$ cat config.mk
export PLATFORM = sky130hd
export DESIGN_NAME = bu2x_emit
export DESIGN_NICKNAME = d
export VERILOG_FILES = /design/src/bu2x_pkg.sv /design/src/bu2x_emit.sv
export SDC_FILE = /design/constraint.sdc
export NUM_CORES = 1
export LEC_CHECK = 0
export ABC_AREA = 1
export BUFFER_PORTS_ARGS = -buffer_cell sky130_fd_sc_hd__buf_4
export CAP_MARGIN = 20
export CELL_PAD_IN_SITES_DETAIL_PLACEMENT = 2
export CELL_PAD_IN_SITES_GLOBAL_PLACEMENT = 2
export CORE_MARGIN = 3
export CORE_UTILIZATION = 37
export CTS_CLUSTER_DIAMETER = 80
export DETAILED_ROUTE_END_ITERATION = 8
export GPL_TIMING_DRIVEN = 0
export PLACE_DENSITY_LB_ADDON = 0.1
export SLEW_MARGIN = 0
export SYNTH_ARGS = -nofsm -noshare
export SYNTH_HDL_FRONTEND = slang
export SYNTH_SLANG_ARGS = --single-unit
export TNS_END_PERCENT = 1
$ cat constraint.sdc
create_clock -name clk -period 5.7 [get_ports clk]
set_input_delay 0.57 -clock clk [delete_from_list [all_inputs] [get_ports clk]]
set_output_delay 0.57 -clock clk [all_outputs]
set_load 0.02 [all_outputs]
$ cat src/bu2x_pkg.sv
// Shared types and constants for the 2x bilinear upsampler.
// No dependencies; imported by every module of the block.
`default_nettype none
package bu2x_pkg;

    localparam int MAX_COLS    = 1024;
    localparam int MAX_ROWS    = 1024;
    localparam int SAMPLE_BITS = 16;

    localparam int IN_W    = 16;  // sample field width
    localparam int REG_W   = 11;  // size register width
    localparam int COORD_W = 11;
    localparam int VALUE_W = 18;
    localparam int COL_W   = $clog2(MAX_COLS);
    localparam int ROW_W   = $clog2(MAX_ROWS);
    localparam int TDATA_W = ((2 * COORD_W + VALUE_W + 7) / 8) * 8;
    localparam int CFG_IDX_W = 2;

    // configuration register indexes
    localparam logic [CFG_IDX_W-1:0] REG_ROWS = CFG_IDX_W'(0);
    localparam logic [CFG_IDX_W-1:0] REG_COLS = CFG_IDX_W'(1);

    // output point kind, in emission order
    typedef enum logic [1:0] {
        PH_KEEP,
        PH_HORZ,
        PH_VERT,
        PH_CENT
    } phase_t;

    // one accepted source sample with its neighbourhood
    typedef struct packed {
        logic [SAMPLE_BITS-1:0] sample;
        logic [SAMPLE_BITS-1:0] left;
        logic [SAMPLE_BITS-1:0] upper_left;
        logic [ROW_W-1:0]       row;
        logic [COL_W-1:0]       col;
        logic                   last_frame;
    } item_t;

    typedef struct packed {
        logic busy;
        logic ready;
    } emit_stat_t;

    // size register to effective size, held to 2..max
    function automatic logic [REG_W-1:0] clamp_size(input logic [REG_W-1:0] v,
                                                    input logic [REG_W-1:0] maxv);
        logic [REG_W-1:0] r;
        r = v;
        if (v < REG_W'(2))
            r = REG_W'(2);
        else if (v > maxv)
            r = maxv;
        return r;
    endfunction

endpackage
`default_nettype wire

$ cat src/bu2x_emit.sv
// Point sequencer (needs bu2x_pkg): turns one source item into up to
// four beats, one per cycle unless stalled, through a registered output.
`default_nettype none
module bu2x_emit (
    input  wire logic                             clk,
    input  wire logic                             rst_n,
    input  wire logic                             load,
    input  wire bu2x_pkg::item_t                  item,
    input  wire logic [bu2x_pkg::SAMPLE_BITS-1:0] up,
    output bu2x_pkg::emit_stat_t                  stat,
    output logic                                  m_tvalid,
    input  wire logic                             m_tready,
    output logic [bu2x_pkg::TDATA_W-1:0]          m_tdata,
    output logic                                  m_tlast,
    output logic                                  m_tuser
);
    import bu2x_pkg::*;

    logic                busy_reg;
    phase_t              phase_reg;
    phase_t              phase_next;
    item_t               it_reg;
    logic                more;
    logic                has_left;
    logic                has_up;
    logic                out_load;
    logic                fire;
    logic                done;
    logic [COORD_W-1:0]  r2;
    logic [COORD_W-1:0]  c2;
    logic [COORD_W-1:0]  row_val;
    logic [COORD_W-1:0]  col_val;
    logic [VALUE_W-1:0]  s_q;
    logic [VALUE_W-1:0]  l_q;
    logic [VALUE_W-1:0]  u_q;
    logic [VALUE_W-1:0]  ul_q;
    logic [VALUE_W-1:0]  value;

    logic                m_tvalid_reg;
    logic [COORD_W-1:0]  row_reg;
    logic [COORD_W-1:0]  col_reg;
    logic [VALUE_W-1:0]  value_reg;
    logic                last_run_reg;
    logic                last_frame_reg;

    assign has_left = (it_reg.col != '0);
    assign has_up   = (it_reg.row != '0);

    always_comb
    begin
        phase_next = PH_KEEP;
        more       = 1'b0;
        unique case (phase_reg)
            PH_KEEP:
            begin
                if (has_left)
                begin
                    phase_next = PH_HORZ;
                    more       = 1'b1;
                end
                else if (has_up)
                begin
                    phase_next = PH_VERT;
                    more       = 1'b1;
                end
            end
            PH_HORZ:
            begin
                if (has_up)
                begin
                    phase_next = PH_VERT;
                    more       = 1'b1;
                end
            end
            PH_VERT:
            begin
                if (has_left)
                begin
                    phase_next = PH_CENT;
                    more       = 1'b1;
                end
            end
            PH_CENT:
            begin
                phase_next = PH_KEEP;
                more       = 1'b0;
            end
            default:
            begin
                phase_next = PH_KEEP;
                more       = 1'b0;
            end
        endcase
    end

    assign s_q  = VALUE_W'(it_reg.sample);
    assign l_q  = VALUE_W'(it_reg.left);
    assign u_q  = VALUE_W'(up);
    assign ul_q = VALUE_W'(it_reg.upper_left);
    assign r2   = COORD_W'({it_reg.row, 1'b0});
    assign c2   = COORD_W'({it_reg.col, 1'b0});

    always_comb
    begin
        value   = s_q << 2;
        row_val = r2;
        col_val = c2;
        unique case (phase_reg)
            PH_KEEP:
            begin
                value = s_q << 2;
            end
            PH_HORZ:
            begin
                value   = (l_q + s_q) << 1;
                col_val = c2 - COORD_W'(1);
            end
            PH_VERT:
            begin
                value   = (u_q + s_q) << 1;
                row_val = r2 - COORD_W'(1);
            end
            PH_CENT:
            begin
                value   = ul_q + u_q + l_q + s_q;
                row_val = r2 - COORD_W'(1);
                col_val = c2 - COORD_W'(1);
            end
            default:
            begin
                value = s_q << 2;
            end
        endcase
    end

    assign out_load   = !m_tvalid_reg || m_tready;
    assign fire       = busy_reg && out_load;
    assign done       = fire && !more;
    assign stat.busy  = busy_reg;
    assign stat.ready = !busy_reg || done;

    always_ff @(posedge clk or negedge rst_n)
    begin
        if (!rst_n)
        begin
            busy_reg     <= 1'b0;
            phase_reg    <= PH_KEEP;
            m_tvalid_reg <= 1'b0;
        end
        else
        begin
            if (load)
            begin
                busy_reg  <= 1'b1;
                phase_reg <= PH_KEEP;
            end
            else if (done)
            begin
                busy_reg  <= 1'b0;
                phase_reg <= PH_KEEP;
            end
            else if (fire)
            begin
                phase_reg <= phase_next;
            end
            if (out_load)
                m_tvalid_reg <= fire;
        end
    end

    always_ff @(posedge clk)
    begin
        if (load)
            it_reg <= item;
        if (fire)
        begin
            row_reg        <= row_val;
            col_reg        <= col_val;
            value_reg      <= value;
            last_run_reg   <= !more;
            last_frame_reg <= !more && it_reg.last_frame;
        end
    end

    assign m_tvalid = m_tvalid_reg;
    assign m_tdata  = TDATA_W'({value_reg, col_reg, row_reg});
    assign m_tlast  = last_run_reg;
    assign m_tuser  = last_frame_reg;

endmodule
`default_nettype wire

* After elaboration in Yosys (flattened, before gate mapping)
Cells that the tools add are included.
** Storage, ports and cells
- Input port bits :: 89
- Word-level logic and storage cells :: 57
- Output and inout bits :: 45
- ROM bits :: 0
- Bits in writable memories :: 0
- Bits in registers :: 115
- Memories :: 0
- Latch bits :: 0
** Operators by class
- Div/mod/pow operators :: 0
- Multiply operators :: 0
- $lt $le $gt $ge :: 0
- Bitwise gates (word level) :: 0
- Shifts and indexed selects :: 0
- Add/sub/neg operators :: 7
- Equal/unequal tests :: 3
- Reduce and logical (&&, ||, !) cells :: 15
- Mux-type cells :: 16
** Operator list (count)
- one-hot mux 18 bit (4 select lines) :: 1
- adder 16 x 16 -> 17 bit :: 3
- 2-to-1 mux 11 bit :: 2
- subtractor 11 x 1 -> 11 bit, second input constant :: 2
- nonzero test 10 bit :: 2
- adder 17 x 16 -> 18 bit :: 1
- adder 18 x 16 -> 18 bit :: 1
- 2-to-1 mux 2 bit :: 6
- one-hot mux 2 bit (4 select lines) :: 1
- 2-to-1 mux 1 bit :: 5
- equality test 2 bit, second input constant :: 2
- one-hot mux 1 bit (4 select lines) :: 1
- OR reduction 2 bit :: 2
- logical AND 1 bit :: 3
- zero test 1 bit :: 3
- nonzero test 3 bit :: 1
- equality test 2 x 1 -> 1 bit, second input constant :: 1
- zero test 2 bit :: 1
- logical OR 1 bit :: 2
- nonzero test 2 bit :: 1

* Logic depth before layout (Yosys ltp)
Gate-level depths: netlist of the first run.
- Depth in word-level cells :: 8
- Gate-level depth with buffers :: 19
- Mapped depth without buffers :: 18

* Worst setup path before layout of the first run
No wires, ideal clock.
- Kind :: input to register
- Start :: input up[1] (netlist bit)
- End :: register value_reg[13] (data pin)
- Path buffers :: 0
- Required time :: 5.447 ns
- Stages :: 17
- Library setup time :: 0.253 ns
- Setup slack :: 2.598 ns
- Arrival :: 2.849 ns
- Cell sequence :: inv_1 -> fa_1 -> fa_1 -> inv_1 -> ha_1 -> inv_1 -> fa_1 -> inv_1 -> nand3_1 -> nand3_1 -> nand3_1 -> nand3_1 -> nand2_1 -> nand3_1 -> nand2_1 -> nand2_1 -> nand2_1
** Between the ends
- Cells in the longest elaborated chain, start to end :: 4
- Elaborated cells on any way between the ends :: 5
- Classes of those cells :: 4 x add/sub; 1 x mux
** Ends and longest elaborated chain
- start: declaration :: line bu2x_emit.sv:9 : input wire logic [bu2x_pkg::SAMPLE_BITS-1:0] up,
- adder 16 x 16 -> 17 bit :: line bu2x_emit.sv:125 : value = ul_q + u_q + l_q + s_q;
- adder 17 x 16 -> 18 bit :: line bu2x_emit.sv:125
- adder 18 x 16 -> 18 bit :: line bu2x_emit.sv:125
- one-hot mux 18 bit (4 select lines) (*) :: line bu2x_emit.sv:108 : unique case (phase_reg)
- net value[13] :: line bu2x_emit.sv:37 : logic [VALUE_W-1:0] value;
- end signal: assignment :: line bu2x_emit.sv:179 : value_reg <= value;
- end: declaration :: line bu2x_emit.sv:42 : logic [VALUE_W-1:0] value_reg;
The timed path passes the listed nets; every way through them passes the cells marked *.
A chain may end at the register's enable or synchronous reset.

* Final worst setup path of the first run
- Start :: register it_reg[22] (netlist bit)
- End :: register value_reg[13] (data pin)
** Between the ends
- Cells in the longest elaborated chain, start to end :: 4
** Ends and longest elaborated chain
- start: declaration :: line bu2x_emit.sv:22 : item_t it_reg;
- start signal: assignment :: line bu2x_emit.sv:174 : it_reg <= item;
- adder 16 x 16 -> 17 bit :: line bu2x_emit.sv:125
- adder 17 x 16 -> 18 bit :: line bu2x_emit.sv:125
- adder 18 x 16 -> 18 bit :: line bu2x_emit.sv:125
- one-hot mux 18 bit (4 select lines) :: line bu2x_emit.sv:108
- net value[13] :: line bu2x_emit.sv:37
The timed path passes the listed nets, and every way through them passes these cells.

==> results.sh, run 1 <==
export IMPL_status="completed"
export IMPL_synth_top_area_share_pct=45.1
export IMPL_ys_seq_area_share_pct=46.5
export IMPL_wirelength_microns=26000
export IMPL_slew_headroom_pct=33.9
export IMPL_fmaxAchievable_ghz=0.280
export IMPL_synth_area_per_cell_sq_um=8.81
export IMPL_area_growth_pct=26.8
export IMPL_path_depth=17
export IMPL_cp_common_cell="nand3_1"
export IMPL_htree_levels=4
export IMPL_setup_violations=0
export IMPL_route_vias_total=6249
export IMPL_dieArea_sq_mm=0.0217
export IMPL_cts_root_buf="clkbuf_16"
export IMPL_cp_endpoint="value_reg[13]"
export IMPL_synth_seq_cells=115
export IMPL_syn_inst=838
export IMPL_holdPathStages=1
export IMPL_cp_num_buf_inv=4
export IMPL_ys_top_cells_by_count="240 x nand2_1, 182 x inv_1, 111 x edfxtp_1"
export IMPL_grt_first_pass_wirelength_microns=40600
export IMPL_reg2reg_to="value_reg[13]"
export IMPL_hold_path_class="in -> reg"
export IMPL_antenna_left=0
export IMPL_power_leakage_nw=4.63
export IMPL_dieHeight_microns=147
export IMPL_wl_per_cell_microns=20.5
export IMPL_ir_drop_mv=0.473
export IMPL_startpoint="it_reg[22]"
export IMPL_ys_flop_type="edfxtp_1"
export IMPL_yosys_warnings=0
export IMPL_tightest_slew_ns=0.991
export IMPL_rsz0062_at_grt="no"
export IMPL_clk_latency_ns=0.43
export IMPL_regArea_sq_mm=0.00343
export IMPL_grt_overflow=0
export IMPL_post_route_util_pct=47.9
export IMPL_multiInputGateArea_sq_mm=0.00319
export IMPL_row_count=51
export IMPL_min_period_ns=3.57
export IMPL_r2r_cells=17
export IMPL_powerDensity_mw_per_mm2=513
export IMPL_slew_viol_final=0
export IMPL_grt_antenna_before_repair=0
export IMPL_syn_num_nets=999
export IMPL_final_setup_worst_slack_ns=2.13
export IMPL_min_from="item[61]"
export IMPL_post_cts_setup_buffers=0
export IMPL_cap_viol_max_count=0
export IMPL_cts_resized=0
export IMPL_yosysTopAreaCell="edfxtp_1"
export IMPL_drtPass1Iterations=4
export IMPL_drcViolationCount=0
export IMPL_synthTopCellsByArea="edfxtp_1 45%, nand2_1 12%, inv_1 9.2%"
export IMPL_largest_reg_flops=59
export IMPL_drt_initial_drc_count=339
export IMPL_crit_fanout=4
export IMPL_grt_max_degree=72
export IMPL_drive_gt1_share_pct=18.2
export IMPL_numPortBuffers=133
export IMPL_hold_buffers=1
export IMPL_synth_edff_count=111
export IMPL_place_congestion=0.819
export IMPL_io_pins=134
export IMPL_cp_slowest_cell="fa_1"
export IMPL_cts_made_buffers=17
export IMPL_setup_tns_ns=0
export IMPL_syn_cell_area_sq_mm=0.00739
export IMPL_synthArstFlopShare_pct=3.48
export IMPL_fin_crit_sh_pct=62.7
export IMPL_p_total_mw=4.80
export IMPL_fin_skew_ns=0.0129
export IMPL_vias_per_cell=4.92
export IMPL_required_ns=5.88
export IMPL_cts_tree="done"
export IMPL_grt_pass1_vias=7225
export IMPL_core_area_sq_mm=0.0195
export IMPL_max_stage_delay_ns=0.48
export IMPL_die_x_microns=147
export IMPL_hpwl_microns=19100
export IMPL_clk_pin_slew_ns=0.07
export IMPL_dp_slack_ns=1.90
export IMPL_num_antenna_cells=0
export IMPL_synth_cell_types=37
export IMPL_cts_buffer_depth=2
export IMPL_worstPathCellList="inv_1 > fa_1 > fa_1 > inv_1 > ha_1 > inv_1 > fa_1 > inv_1 > nand3_1 > nand3_1 > nand3_1 > nand3_1 > nand2_1 > nand3_1 > nand2_1 > nand2_1 > nand2_1"
export IMPL_clock_sinks=115
export IMPL_finalHoldViolations=0
export IMPL_crit_family="adder cells"
export IMPL_start_util_pct=37.8
export IMPL_crit_path_end_kind="flop"
export IMPL_worstReg2RegStart="it_reg[22]"
export IMPL_fin_nets=1153
export IMPL_track_usage_pct=24.6
export IMPL_r2r_slack_ns=2.13
export IMPL_nFillCells=2162
export IMPL_post_synth_top_count_cell="nand2_1"
export IMPL_cp_start_kind="flop"
export IMPL_crit_type="reg -> reg"
export IMPL_cp_arrival_ns=3.75
logic make-up (layout without fill, tap and decap cells):
family	count (synthesis)	count (layout)	share of synthesized area [%]
compound gates	71	71	5.01
xor+xnor	17	17	2.02
fa+ha+maj	72	72	15.6
buf+inv	201	367	10.3
flops	115	115	46.5
mux	1	1	0.152
simple gates	361	361	20.4
cell type report:
cell class	instances	share of cell area [%]
plain buffers	11	0.535
repair buffers	135	11.0
clock buffers	17	4.54
well taps	265	3.54
inverters	190	7.62
multi-input cells	522	34.1
flip-flops and latches	115	36.7
clock inverters	14	2.04
report_power, final:
part / internal, mW / switching (mW) / leakage [nW] / total (mW)
logic: 0.773 / 1.56 / 3.18 / 2.34
clock network: 0.702 / 0.472 / 0.304 / 1.17
registers: 1.20 / 0.0957 / 1.14 / 1.29
through the flow:
step,hold WS [ns],std cells,cell area (sq um)
floorplan,0.274,838,7390
global placement,0.370,1236,8720
detailed placement,0.372,1237,8740
CTS,0.290,1269,9360
global route,0.291,1269,9360
finish,0.308,1269,9360
placed cells by master (no fill, tap or decap), drive strengths merged:
cell	instances
nand3	44
a21boi	1
nor3	10
o21bai	1
fa	33
o21ai	37
edfxtp	111
and3	1
a21oi	28
nor2	43
a211oi	1
nand4	7
or2	4
dfrtp	4
buf	138
clkinv	4
ha	39
nand3b	7
bufinv	3
and2	4
inv	197
mux2	1
nand2	241
clkbuf	24
xor2	11
a31oi	3
dlygate4sd3	1
xnor2	6
worst min-delay path by stage:
stage / endpoint
2_1_floorplan: busy_reg
3_3_place_gp: busy_reg
3_5_place_dp: busy_reg
4_1_cts: it_reg[61]
5_1_grt: it_reg[16]
6_report: it_reg[61]
routing by layer:
metal	vias up	part of all wire [%]	track usage [%]
met5	-	0	0
met2	119	51	43.4
met3	32	4.6	6.38
met1	3151	43	30.2
li1	2947	-	-
met4	0	1.5	6.20
(Power assumes the default switching activity.)
==> run 2, diff against run 1 <==
Settings changed: CORE_UTILIZATION 37 to 31.
Clock period 5.7 ns to 3 ns, I/O delays scaled along.
==> run 2 against run 1 <==
The flow now finishes with violations (negative setup slack). Cell count is 4.5% higher. Wire length decreased by 8.3%. Global-route usage shrank 5.7 points. First-iteration DRC count down 47%. Die area is 19% higher. Sequential power is 89% higher. Critical path depth increased by 1. Register-to-register slack worse by 2.2 ns. Setup slack got worse by 2.2 ns. Sequential cell count did not move. Critical path type unchanged. Largest power group unchanged.
==> results.sh, run 2 (synthesized netlist as in run 1, its figures left out) <==
export IMPL_status="finished, violations left"
export IMPL_violations="negative setup slack"
export IMPL_clk_latency_ns=0.43
export IMPL_crit_type="reg -> reg"
export IMPL_crit_family="adder cells"
export IMPL_worstPathCellList="inv_1 > fa_1 > fa_1 > inv_2 > ha_4 > inv_2 > fa_2 > inv_2 > nand3_1 > nand3_2 > buf_6 > nand2_1 > nand3_1 > nand2_1 > nand3_1 > nand2_1 > nand2_1 > nand2_1"
export IMPL_crit_path_end_kind="flop"
export IMPL_drive_gt1_share_pct=24.6
export IMPL_cts_tree="done"
export IMPL_cts_made_buffers=17
export IMPL_area_growth_pct=32.1
export IMPL_grt_first_pass_wirelength_microns=37600
export IMPL_rsz0062_at_grt="yes"
export IMPL_powerDensity_mw_per_mm2=960
export IMPL_fin_nets=1161
export IMPL_finalHoldViolations=0
export IMPL_num_antenna_cells=0
export IMPL_hpwl_microns=18100
export IMPL_place_congestion=0.800
export IMPL_drtPass1Iterations=4
export IMPL_clock_power_share_pct=23.1
export IMPL_place_area_sq_mm=0.00880
export IMPL_route_vias_total=6159
export IMPL_vias_per_cell=4.64
export IMPL_cp_common_cell="nand2_1"
export IMPL_cp_slowest_cell="fa_1"
export IMPL_setup_tns_ns=-0.136
export IMPL_final_setup_worst_slack_ns=-0.0821
export IMPL_grt_pass1_vias=7107
export IMPL_hold_path_class="in -> reg"
export IMPL_post_route_util_pct=42.3
export IMPL_cap_viol_max_count=0
export IMPL_clock_sinks=115
export IMPL_dieArea_sq_mm=0.0257
export IMPL_numPortBuffers=133
export IMPL_cts_buffer_depth=2
export IMPL_clk_pin_slew_ns=0.07
export IMPL_fmaxAchievable_ghz=0.324
export IMPL_slew_headroom_pct=35.6
export IMPL_ir_drop_mv=0.475
export IMPL_cp_num_buf_inv=5
export IMPL_dieHeight_microns=160
export IMPL_grt_max_degree=72
export IMPL_final_cell_mix="228 x nand2_1, 171 x inv_1, 143 x buf_4"
export IMPL_start_util_pct=32.0
export IMPL_cp_arrival_ns=3.25
export IMPL_fin_skew_ns=0.0179
export IMPL_final_common_cell="nand2_1"
export IMPL_p_total_mw=9.37
export IMPL_p_comb_share_pct=50.8
export IMPL_grt_busiest_layer="met2"
export IMPL_grt_overflow=0
export IMPL_design_area_sq_mm=0.00976
export IMPL_largest_reg_flops=59
export IMPL_tightest_slew_ns=0.966
export IMPL_drcViolationCount=0
export IMPL_min_from="item[20]"
export IMPL_power_share_switching_pct=43.8
export IMPL_r2r_slack_ns=-0.08
export IMPL_cp_start_kind="flop"
export IMPL_startpoint="it_reg[22]"
export IMPL_antenna_left=0
export IMPL_track_usage_pct=18.9
export IMPL_dp_slack_ns=-0.618
export IMPL_core_area_sq_mm=0.0231
export IMPL_p_switching_mw=4.11
export IMPL_io_pins=134
export IMPL_met3_usage_pct=5.06
export IMPL_use_met1_pct=22.9
export IMPL_htree_levels=4
export IMPL_seqPwrFrac_pct=26.1
export IMPL_p_int_mw=5.26
export IMPL_wl_per_cell_microns=17.9
export IMPL_grt_antenna_before_repair=0
export IMPL_fin_crit_sh_pct=103
export IMPL_row_count=55
export IMPL_min_period_ns=3.08
export IMPL_required_ns=3.17
export IMPL_power_leakage_nw=4.68
export IMPL_setup_violations=4
export IMPL_nFillCells=2578
export IMPL_cts_root_buf="clkbuf_16"
export IMPL_met2_usage_pct=33.6
export IMPL_wirelength_microns=23800
export IMPL_worstReg2RegStart="it_reg[22]"
export IMPL_crit_fanout=3
export IMPL_drt_initial_drc_count=179
export IMPL_die_x_microns=160
export IMPL_max_stage_delay_ns=0.46
export IMPL_slew_viol_final=0
[run 2: changes by cell type in the layout (fill, tap and decap cells not counted), moves of 3 or more]
cell / delta
buf_4: +8
fa_1: -3
o21ai_0: -3
inv_2: +10
nand3_2: +8
inv_1: -10
nand2_2: +12
nand3_1: -8
ha_1: -12
nand2_1: -12
fa_2: +3
clkbuf_1: -3
ha_4: +12
[run 2: worst paths after layout]
path | endpoint | cells after the start
max in group asynchronous | phase_reg[1] | 2
min in group asynchronous | phase_reg[1] | 2
setup / recovery | value_reg[9] | 18
setup reg to reg | value_reg[9] | 18
hold reg to reg | busy_reg | 2
hold / removal | it_reg[20] | 1
[run 2: worst register-to-register path, cell delays in order, from the launching register on]
cell      delay (ns)
edfxtp_1        0.36
inv_1           0.09
fa_1            0.44
fa_1            0.46
inv_2           0.08
ha_4            0.14
inv_2           0.04
fa_2            0.33
inv_2           0.09
nand3_1         0.09
nand3_2         0.11
buf_6           0.11
nand2_1         0.06
nand3_1         0.07
nand2_1         0.05
nand3_1         0.09
nand2_1         0.08
nand2_1         0.06
nand2_1         0.07
[run 2: routing by layer]
| layer | routed length [microns] | vias to the layer above |
|---|---|---|
| met2 | 12100 | 112 |
| met1 | 9960 | 3062 |
| met3 | 1440 | 20 |
| li1 | - | 2965 |
| met5 | 0 | - |
| met4 | 285 | 0 |
[run 2: power by group through the flow]
stage | sequential, mW | clock, mW | combinational, mW
after CTS | 2.45 | 2.23 | 4.73
after global routing | 2.48 | 2.28 | 5.34
final | 2.44 | 2.17 | 4.76
after detailed placement | 2.47 | 0 | 4.36
after floorplan | 2.77 | 0 | 2.36
after global placement | 2.48 | 0 | 4.22
[run 2: cell type report]
class	count	area, sq um	share of cell area [%]
inverter	190	713	7.31
timing repair buffer	143	1090	11.2
sequential	115	3430	35.2
multi-input combinational	522	3450	35.3
tap	313	392	4.01
clock inverter	15	183	1.87
buffer	11	70.1	0.718
clock buffer	17	425	4.36
[run 2: what timing repair did]
action,CTS,global route
pin swaps,6,16
buffers inserted,5,3
hold buffers,1,0
endpoints found under the hold margin,4,0
setup endpoints to repair,16,13
resized for setup,53,15
[run 2: metrics by stage]
step	cells	hold slack, ns
after global placement	1284	0.101
after detailed placement	1285	0.105
after floorplan	838	0.00441
after CTS	1323	0.0168
after global routing	1326	0.0235
final	1326	0.0422
